`src/pilb_pkg.sv`:
```
package pilb_pkg;

    // Default list depth
    localparam int CAPACITY_DEF = 64;

    // Fixed field widths
    localparam int VAL_W = 32;
    localparam int POS_W = 7;
    localparam int REQ_W = 2;
    localparam int ST_W  = 2;

    // Request codes
    localparam logic [REQ_W-1:0] REQ_FRONT = 2'd0;
    localparam logic [REQ_W-1:0] REQ_AT    = 2'd1;
    localparam logic [REQ_W-1:0] REQ_BACK  = 2'd2;
    localparam logic [REQ_W-1:0] REQ_DUMP  = 2'd3;

    // Status codes
    localparam logic [ST_W-1:0] ST_OK     = 2'd0;
    localparam logic [ST_W-1:0] ST_BADPOS = 2'd1;
    localparam logic [ST_W-1:0] ST_FULL   = 2'd2;
    localparam logic [ST_W-1:0] ST_EMPTY  = 2'd3;

endpackage

```
`src/pilb_store.sv`:
```
module pilb_store
    import pilb_pkg::*;
#(
    parameter int DEPTH  = CAPACITY_DEF,
    parameter int ADDR_W = $clog2(CAPACITY_DEF)
) (
    input  logic                    i_clk,
    input  logic                    i_we,
    input  logic [ADDR_W-1:0]       i_waddr,
    input  logic signed [VAL_W-1:0] i_wdata,
    input  logic                    i_re,
    input  logic [ADDR_W-1:0]       i_raddr,
    output logic signed [VAL_W-1:0] o_rdata
);

    logic signed [VAL_W-1:0] r_mem [DEPTH];
    logic signed [VAL_W-1:0] r_rdata;

    // Single write port
    always_ff @(posedge i_clk) begin
        if (i_we) begin
            r_mem[i_waddr] <= i_wdata;
        end
    end

    // Registered read port; data holds while no read is issued
    always_ff @(posedge i_clk) begin
        if (i_re) begin
            r_rdata <= r_mem[i_raddr];
        end
    end

    assign o_rdata = r_rdata;

endmodule

```
`src/positional_insert_list_buffer.sv`:
```
// Bounded ordered list of signed 32-bit words held in a single-port-write,
// registered-read memory, driven by a small sequencer that reuses one index
// counter for every step. An insert at target position p below the count
// first primes the read of the highest entry, then moves each entry from p
// upward one place, highest first (read and write overlapped on the memory
// ports), then writes the new word, then loads its status result once the
// output slot is free. An append goes straight to writing the new word, and a
// rejected insert straight to loading its status. A dump gives its entries in
// order, one per cycle while the output is not stalled. The input side is
// stalled from acceptance until the request's last result is loaded into the
// output register, so the next transfer can come in the cycle after that load;
// that result may still wait for the receiver while the next request is taken.
// Status: ok, bad position (position beyond the count, checked first), full,
// or empty (dump of an empty list, one result). The memory needs no clearing
// after reset: only entries below the count are ever read.
module positional_insert_list_buffer
    import pilb_pkg::*;
#(
    parameter int CAPACITY = CAPACITY_DEF
) (
    input  logic                    i_clk,
    input  logic                    i_rst_n,
    input  logic                    i_in_valid,
    output logic                    o_in_stall,
    input  logic [REQ_W-1:0]        i_req_type,
    input  logic signed [VAL_W-1:0] i_new_value,
    input  logic [POS_W-1:0]        i_position,
    output logic                    o_out_valid,
    input  logic                    i_out_stall,
    output logic signed [VAL_W-1:0] o_entry_value,
    output logic [ST_W-1:0]         o_status,
    output logic                    o_last_of_run
);

    localparam int IDX_W = (CAPACITY > 1) ? $clog2(CAPACITY) : 1;
    localparam int CNT_W = $clog2(CAPACITY + 1);

    // Sequencer states
    localparam logic [2:0] S_IDLE  = 3'd0;
    localparam logic [2:0] S_SHIFT = 3'd1;
    localparam logic [2:0] S_PUT   = 3'd2;
    localparam logic [2:0] S_RESP  = 3'd3;
    localparam logic [2:0] S_DUMP  = 3'd4;

    logic [2:0]              r_state,  n_state;
    logic [CNT_W-1:0]        r_count,  n_count;
    logic [IDX_W-1:0]        r_idx,    n_idx;
    logic [IDX_W-1:0]        r_pos,    n_pos;
    logic                    r_pend,   n_pend;
    logic signed [VAL_W-1:0] r_val,    n_val;
    logic [ST_W-1:0]         r_st,     n_st;

    logic                    r_out_valid;
    logic signed [VAL_W-1:0] r_out_value;
    logic [ST_W-1:0]         r_out_status;
    logic                    r_out_last;

    // Memory port signals
    logic                    mem_we;
    logic [IDX_W-1:0]        mem_waddr;
    logic signed [VAL_W-1:0] mem_wdata;
    logic                    mem_re;
    logic [IDX_W-1:0]        mem_raddr;
    logic signed [VAL_W-1:0] mem_rdata;

    // Output load
    logic                    out_load;
    logic signed [VAL_W-1:0] out_value;
    logic [ST_W-1:0]         out_status;
    logic                    out_last;
    logic                    slot_free;

    // Shared index arithmetic
    logic [POS_W-1:0]        tgt_pos;
    logic [POS_W-1:0]        count_ext;
    logic                    is_full;
    logic [IDX_W-1:0]        idx_m1;
    logic [IDX_W-1:0]        idx_m2;
    logic [IDX_W-1:0]        idx_p1;
    logic [CNT_W-1:0]        cnt_m1;
    logic [IDX_W-1:0]        last_idx;

    pilb_store #(
        .DEPTH  (CAPACITY),
        .ADDR_W (IDX_W)
    ) u_store (
        .i_clk   (i_clk),
        .i_we    (mem_we),
        .i_waddr (mem_waddr),
        .i_wdata (mem_wdata),
        .i_re    (mem_re),
        .i_raddr (mem_raddr),
        .o_rdata (mem_rdata)
    );

    assign count_ext = POS_W'(r_count);
    assign is_full   = (r_count == CNT_W'(CAPACITY));
    assign idx_m1    = r_idx - IDX_W'(1);
    assign idx_m2    = r_idx - IDX_W'(2);
    assign idx_p1    = r_idx + IDX_W'(1);
    assign cnt_m1    = r_count - CNT_W'(1);
    assign last_idx  = cnt_m1[IDX_W-1:0];
    assign slot_free = !r_out_valid || !i_out_stall;

    // Target position of an insert
    always_comb begin
        case (i_req_type)
            REQ_FRONT: tgt_pos = '0;
            REQ_AT:    tgt_pos = i_position;
            REQ_BACK:  tgt_pos = count_ext;
            default:   tgt_pos = count_ext;
        endcase
    end

    // Sequencer
    always_comb begin
        n_state    = r_state;
        n_count    = r_count;
        n_idx      = r_idx;
        n_pos      = r_pos;
        n_pend     = r_pend;
        n_val      = r_val;
        n_st       = r_st;
        mem_we     = 1'b0;
        mem_waddr  = r_idx;
        mem_wdata  = mem_rdata;
        mem_re     = 1'b0;
        mem_raddr  = idx_m1;
        out_load   = 1'b0;
        out_value  = '0;
        out_status = ST_OK;
        out_last   = 1'b1;

        case (r_state)
            S_IDLE: begin
                if (i_in_valid) begin
                    if (i_req_type == REQ_DUMP) begin
                        if (r_count == '0) begin
                            n_st    = ST_EMPTY;
                            n_state = S_RESP;
                        end else begin
                            mem_re    = 1'b1;
                            mem_raddr = '0;
                            n_idx     = '0;
                            n_state   = S_DUMP;
                        end
                    end else if (tgt_pos > count_ext) begin
                        n_st    = ST_BADPOS;
                        n_state = S_RESP;
                    end else if (is_full) begin
                        n_st    = ST_FULL;
                        n_state = S_RESP;
                    end else begin
                        n_pos   = tgt_pos[IDX_W-1:0];
                        n_val   = i_new_value;
                        n_idx   = r_count[IDX_W-1:0];
                        n_pend  = 1'b0;
                        n_state = (tgt_pos == count_ext) ? S_PUT : S_SHIFT;
                    end
                end
            end

            // Move entries up one place, highest first; read of the next
            // source overlaps the write of the current one
            S_SHIFT: begin
                if (r_pend) begin
                    mem_we    = 1'b1;
                    mem_waddr = r_idx;
                    mem_wdata = mem_rdata;
                    n_idx     = idx_m1;
                    if (idx_m1 == r_pos) begin
                        n_pend  = 1'b0;
                        n_state = S_PUT;
                    end else begin
                        mem_re    = 1'b1;
                        mem_raddr = idx_m2;
                    end
                end else begin
                    mem_re    = 1'b1;
                    mem_raddr = idx_m1;
                    n_pend    = 1'b1;
                end
            end

            S_PUT: begin
                mem_we    = 1'b1;
                mem_waddr = r_pos;
                mem_wdata = r_val;
                n_count   = r_count + CNT_W'(1);
                n_st      = ST_OK;
                n_state   = S_RESP;
            end

            S_RESP: begin
                if (slot_free) begin
                    out_load   = 1'b1;
                    out_status = r_st;
                    n_state    = S_IDLE;
                end
            end

            // Read data for r_idx is held until the output slot takes it
            S_DUMP: begin
                if (slot_free) begin
                    out_load   = 1'b1;
                    out_value  = mem_rdata;
                    out_status = ST_OK;
                    out_last   = (r_idx == last_idx);
                    if (r_idx == last_idx) begin
                        n_state = S_IDLE;
                    end else begin
                        mem_re    = 1'b1;
                        mem_raddr = idx_p1;
                        n_idx     = idx_p1;
                    end
                end
            end

            default: begin
                n_state = S_IDLE;
            end
        endcase
    end

    // Control state
    always_ff @(posedge i_clk) begin
        if (!i_rst_n) begin
            r_state     <= S_IDLE;
            r_count     <= '0;
            r_pend      <= 1'b0;
            r_out_valid <= 1'b0;
        end else begin
            r_state <= n_state;
            r_count <= n_count;
            r_pend  <= n_pend;
            if (out_load) begin
                r_out_valid <= 1'b1;
            end else if (!i_out_stall) begin
                r_out_valid <= 1'b0;
            end
        end
    end

    // Payload registers
    always_ff @(posedge i_clk) begin
        r_idx <= n_idx;
        r_pos <= n_pos;
        r_val <= n_val;
        r_st  <= n_st;
        if (out_load) begin
            r_out_value  <= out_value;
            r_out_status <= out_status;
            r_out_last   <= out_last;
        end
    end

    assign o_in_stall    = (r_state != S_IDLE);
    assign o_out_valid   = r_out_valid;
    assign o_entry_value = r_out_value;
    assign o_status      = r_out_status;
    assign o_last_of_run = r_out_last;

endmodule

```
`config.mk`:
```
export PLATFORM = sky130hd
export DESIGN_NAME = positional_insert_list_buffer
export DESIGN_NICKNAME = d
export VERILOG_FILES = /design/src/pilb_pkg.sv /design/src/pilb_store.sv /design/src/positional_insert_list_buffer.sv
export SDC_FILE = /design/constraint.sdc
export NUM_CORES = 2
export LEC_CHECK = 0
export ABC_AREA = 1
export BUFFER_PORTS_ARGS = -buffer_cell sky130_fd_sc_hd__buf_2
export CAP_MARGIN = 25
export CORE_MARGIN = 10
export CORE_UTILIZATION = 55
export DETAILED_ROUTE_END_ITERATION = 8
export PLACE_DENSITY_LB_ADDON = 0.08
export SYNTH_ARGS = -nofsm -noshare
export SYNTH_HDL_FRONTEND = slang
export SYNTH_HIERARCHICAL = 1
export SYNTH_SLANG_ARGS = --single-unit
```
`constraint.sdc`:
```
create_clock -name i_clk -period 7.3 [get_ports i_clk]
set_clock_uncertainty 0.05 [all_clocks]
set_input_delay 0.73 -clock i_clk [delete_from_list [all_inputs] [get_ports i_clk]]
set_output_delay 0.73 -clock i_clk [all_outputs]
set_load 0.05 [all_outputs]
```
==> impl_metrics.toml <==
[sta]
setup_slack_ps = 1300
rsz0062_at_grt = "false"
fin_crit_ps = 6000
setup_viol = 0
final_max_slew_viol_count = 0
relSlewSlack_pct = 25.1
worstMarginPinSlew_ps = 1120
finalHoldViolCount = 0
final.setup.tns_ps = 0
period_share_pct = 82.2
fmax_mhz = 167

[critical_path]
crit_fanout = 89
cp_num_cells = 23
reg2reg_depth = 23
cp_top_family = "simple AND/OR/NAND/NOR gates"
crit_type = "flop to flop"
critPathArrivalTime_ps = 6550
r2r_start = "r_idx[0]"
crit_required_ps = 7850
timing.critical_path.mode_cell = "nand2_1"
crit_start = "r_idx[0]"
path_buf_inv = 5
crit_chain = "inv_4, ha_1, inv_1, nand2_1, nand2_1, nor2_1, nand3_1, nor2_2, nand3_4, nand2_1, nand2_1, o21ai_0, nand4_1, inv_8, buf_12, buf_4, nand3_1, nand3_1, nand2_1, nand2_1, nand3_1, nand3_1, nand2_1"
cpMaxStageDelayCell = "inv_8"
crit_path_max_incr_delay_ps = 810
end_kind = "flop"
startpoint_type = "flop"

[synth]
syn_area_per_cell_um2 = 12.0
synth-edff-count = 2161
synthArstFlopShare_pct = 0
yosysSeqAreaShare_pct = 73.7
synth_nets = 7449
synth_flop_cell = "edfxtp_1"
ys_types = 42
synth_cells = 7389
synth_seq_cells = 2173
syn_area_mm2 = 0.0884
yosysWarnings = 6

[floorplan]
coreArea_mm2 = 0.160
die_area_mm2 = 0.177
die_y_um = 421
rows = 147
die_x_um = 421
io_pins = 82
start_util_pct = 55.2

[placement]
dp.cells = 9335
place_ws_ps = 1570
io_buffers = 81
gp_congestion = 0.889
place_hpwl_mm = 139

[clock_tree]
numCtsBuffers = 217
clkTransAtPathRegs_ps = 60
cts.sinks = 2173
cts_buffer_depth = 3
cts_tree = "built"
h-tree-depth = 4
clk_latency_ps = 880
cts_root_buf = "clkbuf_16"

[flow_run]
maxCapViolations = 0

[global_routing]
overflow = 0
grt_use_total_pct = 29.3
grt_pass1_vias = 55745
grt_pass1_wl_mm = 381
grt_max_degree = 190
antenna_found_initial = 14

[layout]
areaGrowthSynthToFinish_pct = 11.9
final_cells = 9770
nNetsFinal = 7489
drive_gt1_share_pct = 9.19

[min_path]
hp-class = "input pin to flop"
whs_path_depth = 3
hp-start = "i_rst_n"

[detailed_routing]
via_count = 59350
drt-wirelength-per-cell_um = 26.9
ant_nets = 0
dr.pass1.iters = 6
drc = 0
wl_mm = 263
drt-initial-drc-count = 8484
post_drt_via_cell_ratio = 6.07

[run_status]
outcome = "complete, no violations"
## what timing repair did
item | 4_1_cts | 5_1_grt
setup buffers | 0 | 0
hold endpoints to repair | 32 | 0
hold buffers | 32 | 0
gates resized for setup | 0 | 0
## Yosys cell counts (6+ instances only)
library cell	n	area (um2)
a21oi_1	10	50.1
buf_1	54	203
buf_2	266	1330
buf_4	54	405
buf_6	10	113
clkbuf_1	85	319
dfxtp_1	12	240
edfxtp_1	2161	64900
ha_1	15	188
inv_1	87	327
inv_2	17	63.8
nand2_1	2405	9030
nand2_2	10	62.6
nand3_1	1941	9710
nand3_2	6	60.1
nand4_1	20	125
nor2_1	116	435
nor2_2	7	43.8
nor3_1	7	35.0
nor4_1	9	56.3
o21ai_0	58	290
xor2_1	9	78.8
## stage by stage
| step | util (%) | instance area (um2) | hold slack [ps] |
|---|---|---|---|
| 2_1_floorplan | - | 88400 | 431 |
| 3_3_place_gp | 57.2 | 91600 | 452 |
| 3_5_place_dp | 57.3 | 91800 | 464 |
| 4_1_cts | 61.7 | 98800 | 106 |
| 5_1_grt | 61.7 | 98900 | 156 |
| 6_report | 61.7 | 98900 | 160 |
## worst paths after layout
path                            slack [ps]                 end
worst max-delay path                  1300  u_store/o_rdata[4]
worst min-delay path                   160          r_state[2]
worst max register to register        1300  u_store/o_rdata[4]
worst min register to register         480        count_ext[6]
## routing by layer
metal / vias up / part of all wire [%] / routed length (um) / global-route usage, %
met5: - / 0.021 / 55 / 0
met4: 8 / 4.1 / 10700 / 11.3
met3: 494 / 11 / 28600 / 6.48
met2: 3194 / 45 / 119000 / 44.5
met1: 29358 / 40 / 105000 / 41.5
li1: 26296 / - / - / -
## kinds of logic after synthesis
family,share of synthesized area (%)
xor+xnor,0.0892
simple gates,22.3
fa+ha+maj,0.212
compound gates,0.514
buf+inv,3.14
flops,73.7
## layout make-up
class,instances,area [um2]
diodes,3,7.51
clock buffers,270,5680
clock inverters,127,1050
multi-input cells,4641,21300
well taps,2160,2700
flip-flops and latches,2173,65100
inverters,106,437
repair buffers,290,2590
fillers,12441,61300
## placed cells by master (no fill, tap or decap), drive strengths merged, types with 2 or more instances in the layout
cell            n
buf           258
nand2        2416
nor3            9
o22ai           2
nor2          127
bufinv         11
ha             15
clkinv        108
nand4          21
a21oi          11
nor3b           2
diode           3
dlygate4sd3    32
nand3b          2
o21ai          60
nor4            9
edfxtp       2161
o221ai          3
o211ai          4
xor2            9
nand3        1948
clkbuf        270
inv           113
dfxtp          12
## worst reg2reg max path, cell delays in order (launching register included)
cell	delay (ps)
edfxtp_1	650
inv_4	110
ha_1	350
inv_1	110
nand2_1	90
nand2_1	80
nor2_1	90
nand3_1	100
nor2_2	160
nand3_4	140
nand2_1	90
nand2_1	60
o21ai_0	70
nand4_1	590
inv_8	820
buf_12	540
buf_4	350
nand3_1	110
nand3_1	90
nand2_1	130
nand2_1	110
nand3_1	230
nand3_1	490
nand2_1	120
## registers in the layout, summed over array words and instances (netlist names)
name,flops
u_store/o_rdata,32
o_out_valid,1
r_idx,6
o_status,2
o_last_of_run,1
r_st,2
r_state,3
u_store/r_mem,2048
o_entry_value,32
r_pos,6
count_ext,7
r_val,32
r_pend,1
Power is not shown: default switching activity piles up to over one toggle a cycle in this logic, so the estimate is an artifact.
